[src/rtl/aral_pkg.sv]
// shared types and constants for the address-range section lookup
// used by aral_parse, aral_obuf and dwarf_aranges_address_lookup_core
package aral_pkg;

	// parser phase, one-hot
	typedef enum logic [2:0] {
		PH_HEADER = 3'b001,
		PH_TUPLE  = 3'b010,
		PH_DONE   = 3'b100
	} phase_t;

	typedef enum logic [2:0] {
		ST_FOUND     = 3'd0,
		ST_NOT_FOUND = 3'd1,
		ST_FMT64     = 3'd2,
		ST_VERSION   = 3'd3,
		ST_ADDR_SIZE = 3'd4,
		ST_TRUNCATED = 3'd5
	} status_t;

	typedef struct packed {
		logic        valid;
		status_t     status;
		logic [31:0] unit_offset;
	} res_t;

	localparam logic [31:0] LEN_ESCAPE   = 32'hFFFF_FFFF;
	localparam logic [15:0] VERSION_OK   = 16'd2;
	localparam logic [7:0]  ADDR_SIZE_OK = 8'd8;

	// byte positions inside a 16-byte header or tuple
	localparam logic [3:0] POS_LEN_LAST  = 4'd3;
	localparam logic [3:0] POS_VER_LO    = 4'd4;
	localparam logic [3:0] POS_VER_HI    = 4'd5;
	localparam logic [3:0] POS_UNIT_LO   = 4'd6;
	localparam logic [3:0] POS_UNIT_HI   = 4'd9;
	localparam logic [3:0] POS_ADDR_SIZE = 4'd10;
	localparam logic [3:0] POS_LAST      = 4'd15;

endpackage

[src/rtl/aral_parse.sv]
// byte parser of the address-range section: header fields, tuples, range test
// depends on aral_pkg
module aral_parse (
	input  logic                clk,
	input  logic                arst_n,
	input  logic                step,
	input  logic [7:0]          data_byte,
	input  logic                first_byte,
	input  logic                last_byte,
	input  logic [63:0]         query_address,
	output aral_pkg::res_t      res
);

	aral_pkg::phase_t phase_q;
	logic [3:0]       pos_q;
	logic [23:0]      len_q;
	logic [7:0]       ver_q;
	logic [31:0]      unit_q;
	logic [63:0]      begin_q;
	logic [55:0]      rlen_q;

	aral_pkg::phase_t cur_phase, nxt_phase;
	logic [3:0]       p, nxt_pos;
	logic             hit;
	aral_pkg::status_t hit_status;
	logic [63:0]      full_len, range_end;
	logic [3:0]       unit_idx;

	assign cur_phase = first_byte ? aral_pkg::PH_HEADER : phase_q;
	assign p         = first_byte ? 4'd0 : pos_q;
	assign full_len  = {data_byte, rlen_q};
	assign range_end = begin_q + full_len;
	assign unit_idx  = p - aral_pkg::POS_UNIT_LO;

	always_comb begin
		nxt_phase  = cur_phase;
		nxt_pos    = p;
		hit        = 1'b0;
		hit_status = aral_pkg::ST_NOT_FOUND;
		res        = '0;
		unique case (cur_phase)
			aral_pkg::PH_HEADER: begin
				nxt_pos = p + 4'd1;
				if (p == aral_pkg::POS_LEN_LAST && {data_byte, len_q} == aral_pkg::LEN_ESCAPE) begin
					hit        = 1'b1;
					hit_status = aral_pkg::ST_FMT64;
				end else if (p == aral_pkg::POS_VER_HI && {data_byte, ver_q} != aral_pkg::VERSION_OK) begin
					hit        = 1'b1;
					hit_status = aral_pkg::ST_VERSION;
				end else if (p == aral_pkg::POS_ADDR_SIZE && data_byte != aral_pkg::ADDR_SIZE_OK) begin
					hit        = 1'b1;
					hit_status = aral_pkg::ST_ADDR_SIZE;
				end else if (p == aral_pkg::POS_LAST) begin
					nxt_phase = aral_pkg::PH_TUPLE;
					nxt_pos   = 4'd0;
				end
			end
			aral_pkg::PH_TUPLE: begin
				nxt_pos = p + 4'd1;
				if (p == aral_pkg::POS_LAST) begin
					nxt_pos = 4'd0;
					if (begin_q <= query_address && query_address < range_end) begin
						hit        = 1'b1;
						hit_status = aral_pkg::ST_FOUND;
					end else if (begin_q == 64'd0 && full_len == 64'd0) begin
						// terminator tuple, another set may follow
						nxt_phase = aral_pkg::PH_HEADER;
					end
				end
			end
			aral_pkg::PH_DONE: begin
				nxt_pos = p;
			end
			default: begin
				nxt_pos = p;
			end
		endcase

		if (cur_phase != aral_pkg::PH_DONE) begin
			if (hit) begin
				res.valid  = 1'b1;
				res.status = hit_status;
				if (hit_status == aral_pkg::ST_FOUND)
					res.unit_offset = unit_q;
			end else if (last_byte) begin
				res.valid = 1'b1;
				if (nxt_phase == aral_pkg::PH_HEADER && nxt_pos == 4'd0)
					res.status = aral_pkg::ST_NOT_FOUND;
				else
					res.status = aral_pkg::ST_TRUNCATED;
			end
		end
		if (res.valid)
			nxt_phase = aral_pkg::PH_DONE;
	end

	always_ff @(posedge clk or negedge arst_n) begin
		if (!arst_n) begin
			phase_q <= aral_pkg::PH_HEADER;
			pos_q   <= 4'd0;
		end else if (step) begin
			phase_q <= nxt_phase;
			pos_q   <= nxt_pos;
		end
	end

	// field bytes; every byte is rewritten before it is read
	always_ff @(posedge clk) begin
		if (step) begin
			if (cur_phase == aral_pkg::PH_HEADER) begin
				if (p < aral_pkg::POS_LEN_LAST)
					len_q[8*p[1:0] +: 8] <= data_byte;
				if (p == aral_pkg::POS_VER_LO)
					ver_q <= data_byte;
				if (p >= aral_pkg::POS_UNIT_LO && p <= aral_pkg::POS_UNIT_HI)
					unit_q[8*unit_idx[1:0] +: 8] <= data_byte;
			end else if (cur_phase == aral_pkg::PH_TUPLE) begin
				if (!p[3])
					begin_q[8*p[2:0] +: 8] <= data_byte;
				else if (p != aral_pkg::POS_LAST)
					rlen_q[8*p[2:0] +: 8] <= data_byte;
			end
		end
	end

`ifndef SYNTHESIS
	a_done_silent: assert property (@(posedge clk) disable iff (!arst_n)
		step && phase_q == aral_pkg::PH_DONE && !first_byte |-> !res.valid)
		else $error("result produced after scan finished");
	a_res_ends_scan: assert property (@(posedge clk) disable iff (!arst_n)
		step && res.valid |=> phase_q == aral_pkg::PH_DONE)
		else $error("scan not closed after result");
	a_unit_zero: assert property (@(posedge clk) disable iff (!arst_n)
		res.valid && res.status != aral_pkg::ST_FOUND |-> res.unit_offset == 32'd0)
		else $error("unit offset nonzero on a miss");
`endif

endmodule

[src/rtl/aral_obuf.sv]
// result register of the lookup, holds a result until the receiver takes it
// depends on aral_pkg
module aral_obuf (
	input  logic           clk,
	input  logic           arst_n,
	input  logic           load,
	input  logic           take,
	input  aral_pkg::res_t res,
	output logic           out_valid,
	output aral_pkg::status_t out_status,
	output logic [31:0]    out_unit
);

	logic valid_q;
	aral_pkg::status_t status_q;
	logic [31:0] unit_q;

	always_ff @(posedge clk or negedge arst_n) begin
		if (!arst_n) begin
			valid_q <= 1'b0;
		end else if (load) begin
			valid_q <= res.valid;
		end else if (take) begin
			valid_q <= 1'b0;
		end
	end

	always_ff @(posedge clk) begin
		if (load && res.valid) begin
			status_q <= res.status;
			unit_q   <= res.unit_offset;
		end
	end

	assign out_valid  = valid_q;
	assign out_status = status_q;
	assign out_unit   = unit_q;

endmodule

[src/rtl/dwarf_aranges_address_lookup_core.sv]
// top level of the address-range section lookup
// depends on aral_pkg, aral_parse and aral_obuf
//
// usage: load the 64-bit query into the register through cfg_we/cfg_wdata while
// the block is idle, then stream the section one byte per beat on the s_ side.
// s_tuser marks the first byte of a section and restarts the parser; s_tlast
// marks the final byte. each scan gives one result beat on the m_ side:
// m_tuser carries the status, m_tdata the unit offset of the matching set.
// bytes after a scan's result are dropped until the next first-byte mark.
// throughput: one byte per cycle while the result register is empty or taken;
// a byte sits in the input register, then the header decode, range add and
// compare run combinationally into the result register, which offers the
// result beat; a stall on the m_ side can hold the byte between the two.
// when a result waits and m_tready is low the result register holds; the input
// register keeps one byte and s_tready drops until the result is taken.
// reset clears the parser to expect a set header, empties both registers and
// sets the query to zero.
module dwarf_aranges_address_lookup_core (
	input  logic        clk,
	input  logic        arst_n,
	input  logic        cfg_we,
	input  logic [63:0] cfg_wdata,   // query_address
	input  logic        s_tvalid,
	output logic        s_tready,
	input  logic [7:0]  s_tdata,     // data_byte
	input  logic        s_tuser,     // first_byte
	input  logic        s_tlast,     // last_byte
	output logic        m_tvalid,
	input  logic        m_tready,
	output logic [31:0] m_tdata,     // unit_offset
	output logic [2:0]  m_tuser      // status
);

	logic [63:0] query_q;
	logic        v_s1;
	logic [7:0]  byte_s1;
	logic        first_s1;
	logic        last_s1;
	logic        adv;
	aral_pkg::res_t    res;
	aral_pkg::status_t out_status;

	assign adv      = v_s1 && (!m_tvalid || m_tready);
	assign s_tready = !v_s1 || adv;

	always_ff @(posedge clk or negedge arst_n) begin
		if (!arst_n) begin
			query_q <= 64'd0;
			v_s1    <= 1'b0;
		end else begin
			if (cfg_we)
				query_q <= cfg_wdata;
			if (s_tready)
				v_s1 <= s_tvalid;
		end
	end

	always_ff @(posedge clk) begin
		if (s_tvalid && s_tready) begin
			byte_s1  <= s_tdata;
			first_s1 <= s_tuser;
			last_s1  <= s_tlast;
		end
	end

	aral_parse u_parse (
		.clk          (clk),
		.arst_n       (arst_n),
		.step         (adv),
		.data_byte    (byte_s1),
		.first_byte   (first_s1),
		.last_byte    (last_s1),
		.query_address(query_q),
		.res          (res)
	);

	aral_obuf u_obuf (
		.clk       (clk),
		.arst_n    (arst_n),
		.load      (adv),
		.take      (m_tready),
		.res       (res),
		.out_valid (m_tvalid),
		.out_status(out_status),
		.out_unit  (m_tdata)
	);

	assign m_tuser = out_status;

endmodule

[config.mk]
export PLATFORM = sky130hd
export DESIGN_NAME = dwarf_aranges_address_lookup_core
export DESIGN_NICKNAME = d
export VERILOG_FILES = /design/src/rtl/aral_pkg.sv /design/src/rtl/aral_parse.sv /design/src/rtl/aral_obuf.sv /design/src/rtl/dwarf_aranges_address_lookup_core.sv
export SDC_FILE = /design/constraint.sdc
export NUM_CORES = 1
export LEC_CHECK = 0
export BUFFER_PORTS_ARGS = -buffer_cell sky130_fd_sc_hd__buf_2
export CORE_MARGIN = 5
export CORE_UTILIZATION = 50
export DETAILED_ROUTE_END_ITERATION = 6
export PLACE_DENSITY = 0.68
export SETUP_SLACK_MARGIN = 0.1
export SLEW_MARGIN = 10
export SYNTH_ARGS = -nofsm -noshare
export SYNTH_HDL_FRONTEND = slang
export SYNTH_HIERARCHICAL = 1
export SYNTH_SLANG_ARGS = --single-unit
[constraint.sdc]
create_clock -name clk -period 7.12 [get_ports clk]
set_input_delay 0.356 -clock clk [delete_from_list [all_inputs] [get_ports clk]]
set_output_delay 0.356 -clock clk [all_outputs]
set_load 0.05 [all_outputs]
==> results of run 1 <==
where the power goes:
group / internal, mW / switching, mW
combinational: 0.245 / 0.499
sequential: 2.00 / 0.0690
clock: 1.07 / 0.761
total: 3.32 / 1.33
state kept, by name, indices dropped and copies added, names as in the netlist, 3 cells and up:
register           count
query_q               64
u_parse/begin_q       64
u_parse/rlen_q        56
u_obuf/out_unit       32
u_parse/unit_q        32
u_parse/len_q         24
byte_s1                8
u_parse/ver_q          8
u_parse/pos_q          4
u_obuf/out_status      3
u_parse/phase_q        3
final timing paths:
kind | start | end | slack, ns
setup / recovery | u_parse/begin_q[3]$_DFFE_PP_ | u_obuf/out_valid$_DFFE_PN0P_ | 0.34
hold / removal | arst_n | query_q[20]$_DFFE_PN0P_ | -0.03
setup reg to reg | u_parse/begin_q[3]$_DFFE_PP_ | u_obuf/out_valid$_DFFE_PN0P_ | 0.34
hold reg to reg | u_parse/unit_q[11]$_DFFE_PP_ | u_obuf/out_unit[11]$_DFFE_PP_ | 0.52
max in group asynchronous | arst_n | u_parse/pos_q[0]$_DFFE_PN0P_ | 6.50
min in group clk | cfg_wdata[57] | query_q[57]$_DFFE_PN0P_ | 0.03
final cells by class:
type                    count  area, um2
flip-flops and latches    302       8700
multi-input cells        1268       9150
well taps                 468        586
inverters                 100        375
clock inverters            23        250
fillers                  3105      15700
clock buffers              41        908
repair buffers            141        801
Yosys cell counts, types with 14 or more instances:
cell        n  area share
o21ai_0    76       0.021
a31oi_1    17      0.0058
dfrtp_1    72       0.097
xor2_1     33       0.016
clkbuf_1   37      0.0075
xnor2_1    26       0.012
nand2b_1   14      0.0047
nor2_1    183       0.037
nand2_1   111       0.023
mux2_4     60       0.049
a21oi_1   118       0.032
inv_1     100       0.020
ha_1      198        0.13
and2_1     52       0.018
nor3_1     37       0.010
edfxtp_1  229        0.37
nor4_1     37       0.013
a21o_1     38       0.015
nand3_1    38       0.010
nand4_1    53       0.018
repair_timing:
item | CTS | global route
pin swaps | 0 | 0
hold endpoints to repair | 10 | 0
setup endpoints to repair | 37 | 36
gates resized for setup | 1 | 4
hold buffers | 10 | 0
cell families (layout without fill, tap and decap cells):
kind of cell	Yosys count	count (layout)
XOR/XNOR	59	59
multiplexers	66	66
buffers and inverters	148	305
flip-flops	302	302
AND/OR/NAND/NOR	595	595
adder cells (fa/ha/maj)	199	199
AO/OA/AOI/OAI	349	349
worst max-delay path, delay by kind of cell, from the launching register on:
| kind | cells | cell delay, ns |
|---|---|---|
| AO/OA/AOI/OAI | 9 | 2.44 |
| XOR/XNOR | 1 | 0.18 |
| adder cells (fa/ha/maj) | 2 | 0.76 |
| buffers and inverters | 1 | 0.08 |
| flip-flops | 1 | 0.53 |
| AND/OR/NAND/NOR | 8 | 2.66 |
per-layer routing:
| metal | share of wire | track usage | wire, um | vias to the layer above |
|---|---|---|---|---|
| met5 | 0.00080 | 0 | 44 | - |
| li1 | - | - | - | 6643 |
| met1 | 0.42 | 0.353 | 23000 | 7023 |
| met3 | 0.081 | 0.0465 | 4440 | 131 |
| met2 | 0.46 | 0.428 | 25600 | 683 |
| met4 | 0.038 | 0.0921 | 2080 | 6 |
stage by stage:
stage	utilization	std cells	area (um2)	worst slack, ns
final	0.569	2343	20800	0.340
after detailed placement	0.534	2269	19500	-0.0215
after CTS	0.568	2343	20800	0.121
after global placement	0.534	2269	19500	-0.252
after floorplan	-	1718	18500	1.85
after global routing	0.569	2343	20800	0.139
==> results.sh, run 1 <==
export IMPL_synthMuxAreaShare=0.0524
export IMPL_synth_edf_count=229
export IMPL_syn_area_mm2=0.0185
export IMPL_synth_top_family_by_area="simple AND/OR/NAND/NOR gates"
export IMPL_clkSinkCount=302
export IMPL_clk_latency_ns=0.55
export IMPL_hold_violations=27
export IMPL_start_util=0.506
export IMPL_synth_seq_cells=302
export IMPL_required_ns=7.54
export IMPL_grt_overflow_total=0
export IMPL_diodes=0
export IMPL_fp_coreArea_mm2=0.0365
export IMPL_synthFlopType="edfxtp_1"
export IMPL_synth_xor_area_frac=0.0279
export IMPL_leakagePower_nw=8.80
export IMPL_synthDistinctLibCells=76
export IMPL_grt_pass1_vias=14300
export IMPL_io_pins=116
export IMPL_fin_nets=2126
export IMPL_antenna_found_initial=3
export IMPL_wire_per_inst_um=23.5
export IMPL_reg2reg_depth=21
export IMPL_synth_compound_area_frac=0.118
export IMPL_io_buffers=115
export IMPL_vias=14500
export IMPL_timing_hold_ws_ns=-0.0342
export IMPL_synth_async_reset_ratio=0.242
export IMPL_peakVddDrop_v=0.000203
export IMPL_dp_hpwl_mm=42.3
export IMPL_hp_class="in -> async"
export IMPL_drive_gt1_frac=0.145
export IMPL_grt_pass1_wl_mm=83.5
export IMPL_grt_max_degree=74
export IMPL_clock_path_buffers=3
export IMPL_synth_cells=1718
export IMPL_setup_viol=0
export IMPL_vias_per_cell=6.18
export IMPL_end_kind="flop"
export IMPL_synth_adder_area_share=0.135
export IMPL_slew_viol_final=0
export IMPL_worstMarginPinSlew_ns=1.23
export IMPL_critPathSlowestCell="or4_1"
export IMPL_grt_usage=0.262
export IMPL_drt_first_pass_iters=6
export IMPL_min_period_ns=6.78
export IMPL_routed_wl_mm=55.1
export IMPL_place_congestion=0.994
export IMPL_drc=0
export IMPL_rows=70
export IMPL_syn2layout_area_growth_pct=12.4
export IMPL_synth_nets=1996
export IMPL_die_w_um=202
export IMPL_status="finished with violations"
export IMPL_violations="hold timing"
export IMPL_design_die_area_mm2=0.0409
export IMPL_power_mw=4.65
export IMPL_powerDensity_mw_per_mm2=224
export IMPL_crit_type="reg -> reg"
export IMPL_syn_mean_instance_area_um2=10.8
export IMPL_max_stage_delay_ns=0.64
export IMPL_crit_path_max_fanout=36
export IMPL_fin_tns_setup_ns=0
export IMPL_yosysSeqAreaShare=0.471
export IMPL_max_cap_viol_count=0
export IMPL_mostFrequentLayoutCells="edfxtp_1, ha_1, nor2_1"
export IMPL_layout_commonest_cell="edfxtp_1"
export IMPL_die_h_um=202
export IMPL_crit_chain="ha_1 > o211a_1 > a211oi_1 > o41a_1 > or3b_1 > nand2_1 > a21oi_1 > o31ai_1 > a31oi_1 > xor2_1 > ha_1 > nand4_1 > nor4_2 > o2111ai_1 > or4_1 > o211ai_2 > nor3_2 > nor3_2 > inv_1 > and2_4 > a21o_1"
export IMPL_drtAntennaViolNets=0
export IMPL_synth_simple_area_share=0.160
export IMPL_skew_ns=0.0237
export IMPL_fin_crit_sh=0.952
export IMPL_post_cts_buffers=0
export IMPL_drtIter0Drc=1441
export IMPL_yosysWarnings=6
export IMPL_cts_tree="yes"
export IMPL_cts_clk_slew_worst_paths_ns=0.06
export IMPL_htreeDepth=2
export IMPL_worstSetupStartpointType="flop"
export IMPL_numCtsBuffers=35
export IMPL_relSlewSlack=0.173
export IMPL_clock_fmax_mhz=147
export IMPL_grt_setup_unrepaired="no"
export IMPL_cts_root_buf="clkbuf_16"
export IMPL_cp_arrival_ns=7.20
Note: power is estimated with default switching activity, not from simulation.
==> run 2, diff against run 1 <==
--- a/config.mk
+++ b/config.mk
@@ -9,6 +9,8 @@
 export CORE_MARGIN = 5
 export CORE_UTILIZATION = 50
 export DETAILED_ROUTE_END_ITERATION = 6
+export GPL_TIMING_DRIVEN = 0
+export HOLD_SLACK_MARGIN = 0.02
 export PLACE_DENSITY = 0.68
 export SETUP_SLACK_MARGIN = 0.1
 export SLEW_MARGIN = 10
==> results.sh, run 2 (synthesized netlist as in run 1, its figures left out) <==
export IMPL_status="finished, final reports clean"
export IMPL_hold_violations=0
export IMPL_wirelength_met1_mm=23.0
export IMPL_met3_length_mm=3.89
export IMPL_vias=14500
export IMPL_syn2layout_area_growth_pct=15.2
export IMPL_crit_path_max_fanout=18
export IMPL_rows=70
export IMPL_layout_commonest_cell="edfxtp_1"
export IMPL_hp_class="in -> reg"
export IMPL_fin_crit_sh=0.950
export IMPL_mostFrequentLayoutCells="edfxtp_1, ha_1, nor2_1"
export IMPL_power_frac_comb=0.167
export IMPL_grt_usage=0.256
export IMPL_grt_setup_unrepaired="no"
export IMPL_drc=0
export IMPL_slew_viol_final=0
export IMPL_numCtsBuffers=34
export IMPL_cts_clk_slew_worst_paths_ns=0.06
export IMPL_switchingPower_mw=1.31
export IMPL_ff2ff_setup_slack_ns=0.36
export IMPL_routed_wl_mm=53.3
export IMPL_setup_viol=0
export IMPL_antenna_found_initial=0
export IMPL_power_share_clock=0.377
export IMPL_pwr_share_seq=0.456
export IMPL_fillCellCount=3058
export IMPL_drtIter0Drc=1623
export IMPL_start_util=0.506
export IMPL_fp_coreArea_mm2=0.0365
export IMPL_end_kind="flop"
export IMPL_worstMarginPinSlew_ns=1.25
export IMPL_clk_latency_ns=0.56
export IMPL_skew_ns=0.0246
export IMPL_relSlewSlack=0.157
export IMPL_dpl_worst_slack_ns=-0.878
export IMPL_clock_fmax_mhz=148
export IMPL_die_w_um=202
export IMPL_dp_hpwl_mm=40.4
export IMPL_route_top_layer_used="met4"
export IMPL_htreeDepth=2
export IMPL_instances_no_fill=2410
export IMPL_place_inst=2301
export IMPL_wire_per_inst_um=22.1
export IMPL_leakagePower_nw=8.96
export IMPL_drive_gt1_frac=0.138
export IMPL_fin_nets=2194
export IMPL_cp_arrival_ns=7.20
export IMPL_required_ns=7.55
export IMPL_timing_hold_ws_ns=0.0460
export IMPL_setup_ws_ns=0.355
export IMPL_crit_type="reg -> reg"
export IMPL_switching_share=0.288
export IMPL_diodes=0
export IMPL_min_period_ns=6.76
export IMPL_die_h_um=202
export IMPL_vias_per_cell=6.02
export IMPL_io_pins=116
export IMPL_p_int_mw=3.24
export IMPL_max_cap_viol_count=0
export IMPL_design_die_area_mm2=0.0409
export IMPL_grt_pass1_wl_mm=82.3
export IMPL_drt_first_pass_iters=6
export IMPL_wl_met2_mm=24.7
export IMPL_power_mw=4.56
export IMPL_seq_area_mm2=0.00870
export IMPL_clkSinkCount=302
export IMPL_multi_input_area_mm2=0.00921
export IMPL_fin_util=0.583
export IMPL_grt_pass1_vias=14500
export IMPL_place_congestion=0.933
export IMPL_grt_overflow_total=0
export IMPL_clock_path_buffers=3
export IMPL_worstSetupStartpointType="flop"
export IMPL_cts_tree="yes"
export IMPL_powerDensity_mw_per_mm2=214
export IMPL_cts_root_buf="clkbuf_16"
export IMPL_drtAntennaViolNets=0
export IMPL_grt_max_degree=47
export IMPL_peakVddDrop_v=0.000208
export IMPL_io_buffers=114
## run 2: cell types whose count changed in the layout (fill, tap and decap cells not counted), sizes merged
cell	previous run	this run
buf	131	127
bufinv	4	2
clkinvlp	3	2
dlygate4sd3	10	45
clkbuf	41	82
and2	55	56
clkinv	13	10
## run 2: worst max-delay path, cell delays in order, from the launching register on
cell	delay [ns]
edfxtp_1	0.50
ha_1	0.32
buf_2	0.17
a21o_1	0.17
a211oi_2	0.07
o41a_1	0.49
or3b_1	0.47
nand2_1	0.21
a21oi_1	0.18
o31ai_1	0.46
a31oi_1	0.17
xor2_1	0.17
ha_1	0.34
nand4_1	0.14
nor4_1	0.44
o2111ai_1	0.36
or4_1	0.68
o211ai_2	0.32
nor3_4	0.09
nor3_2	0.31
inv_1	0.13
and2_4	0.28
a21o_1	0.18
## run 2: metal layers
layer	track usage	vias up
met5	0	-
met1	0.351	7023
li1	-	6792
met3	0.0406	98
met2	0.419	588
met4	0.0863	0
## run 2: power groups by stage
stage	clock network [mW]	registers (mW)	logic [mW]
2_1_floorplan	0	2.14	0.445
3_3_place_gp	0	2.11	0.698
3_5_place_dp	0	2.11	0.722
4_1_cts	1.76	2.08	0.752
5_1_grt	1.83	2.09	0.835
6_report	1.72	2.08	0.762
## run 2: repair_timing
action / in CTS / in global routing
endpoints found under the hold margin: 70 / 0
endpoints found under the setup margin: 73 / 56
pin swaps: 0 / 1
hold buffers: 45 / 0
setup buffers: 0 / 1
cloned: 1 / 0
gates resized for setup: 6 / 6
## run 2: layout make-up
class | count | share of cell area
inverter | 100 | 0.0176
clock inverter | 17 | 0.00870
sequential | 302 | 0.409
buffer | 48 | 0.0135
tap | 468 | 0.0275
multi-input combinational | 1269 | 0.432
clock buffer | 45 | 0.0419
timing repair buffer | 161 | 0.0497
## run 2: worst paths after layout
check	from	endpoint	depth (start not counted)
setup / recovery	u_parse/rlen_q[6]$_DFFE_PP_	u_obuf/out_valid$_DFFE_PN0P_	22
hold / removal	cfg_wdata[26]	query_q[26]$_DFFE_PN0P_	2
setup reg to reg	u_parse/rlen_q[6]$_DFFE_PP_	u_obuf/out_valid$_DFFE_PN0P_	22
hold reg to reg	u_parse/unit_q[24]$_DFFE_PP_	u_obuf/out_unit[24]$_DFFE_PP_	1
max in group asynchronous	arst_n	query_q[50]$_DFFE_PN0P_	3
min in group asynchronous	arst_n	query_q[16]$_DFFE_PN0P_	2
## run 2: through the flow
step | area [um2] | setup TNS, ns
global placement | 19600 | -43.23
finish | 21300 | 0
floorplan | 18500 | 0
CTS | 21200 | 0
detailed placement | 19700 | -43.71
global route | 21300 | 0
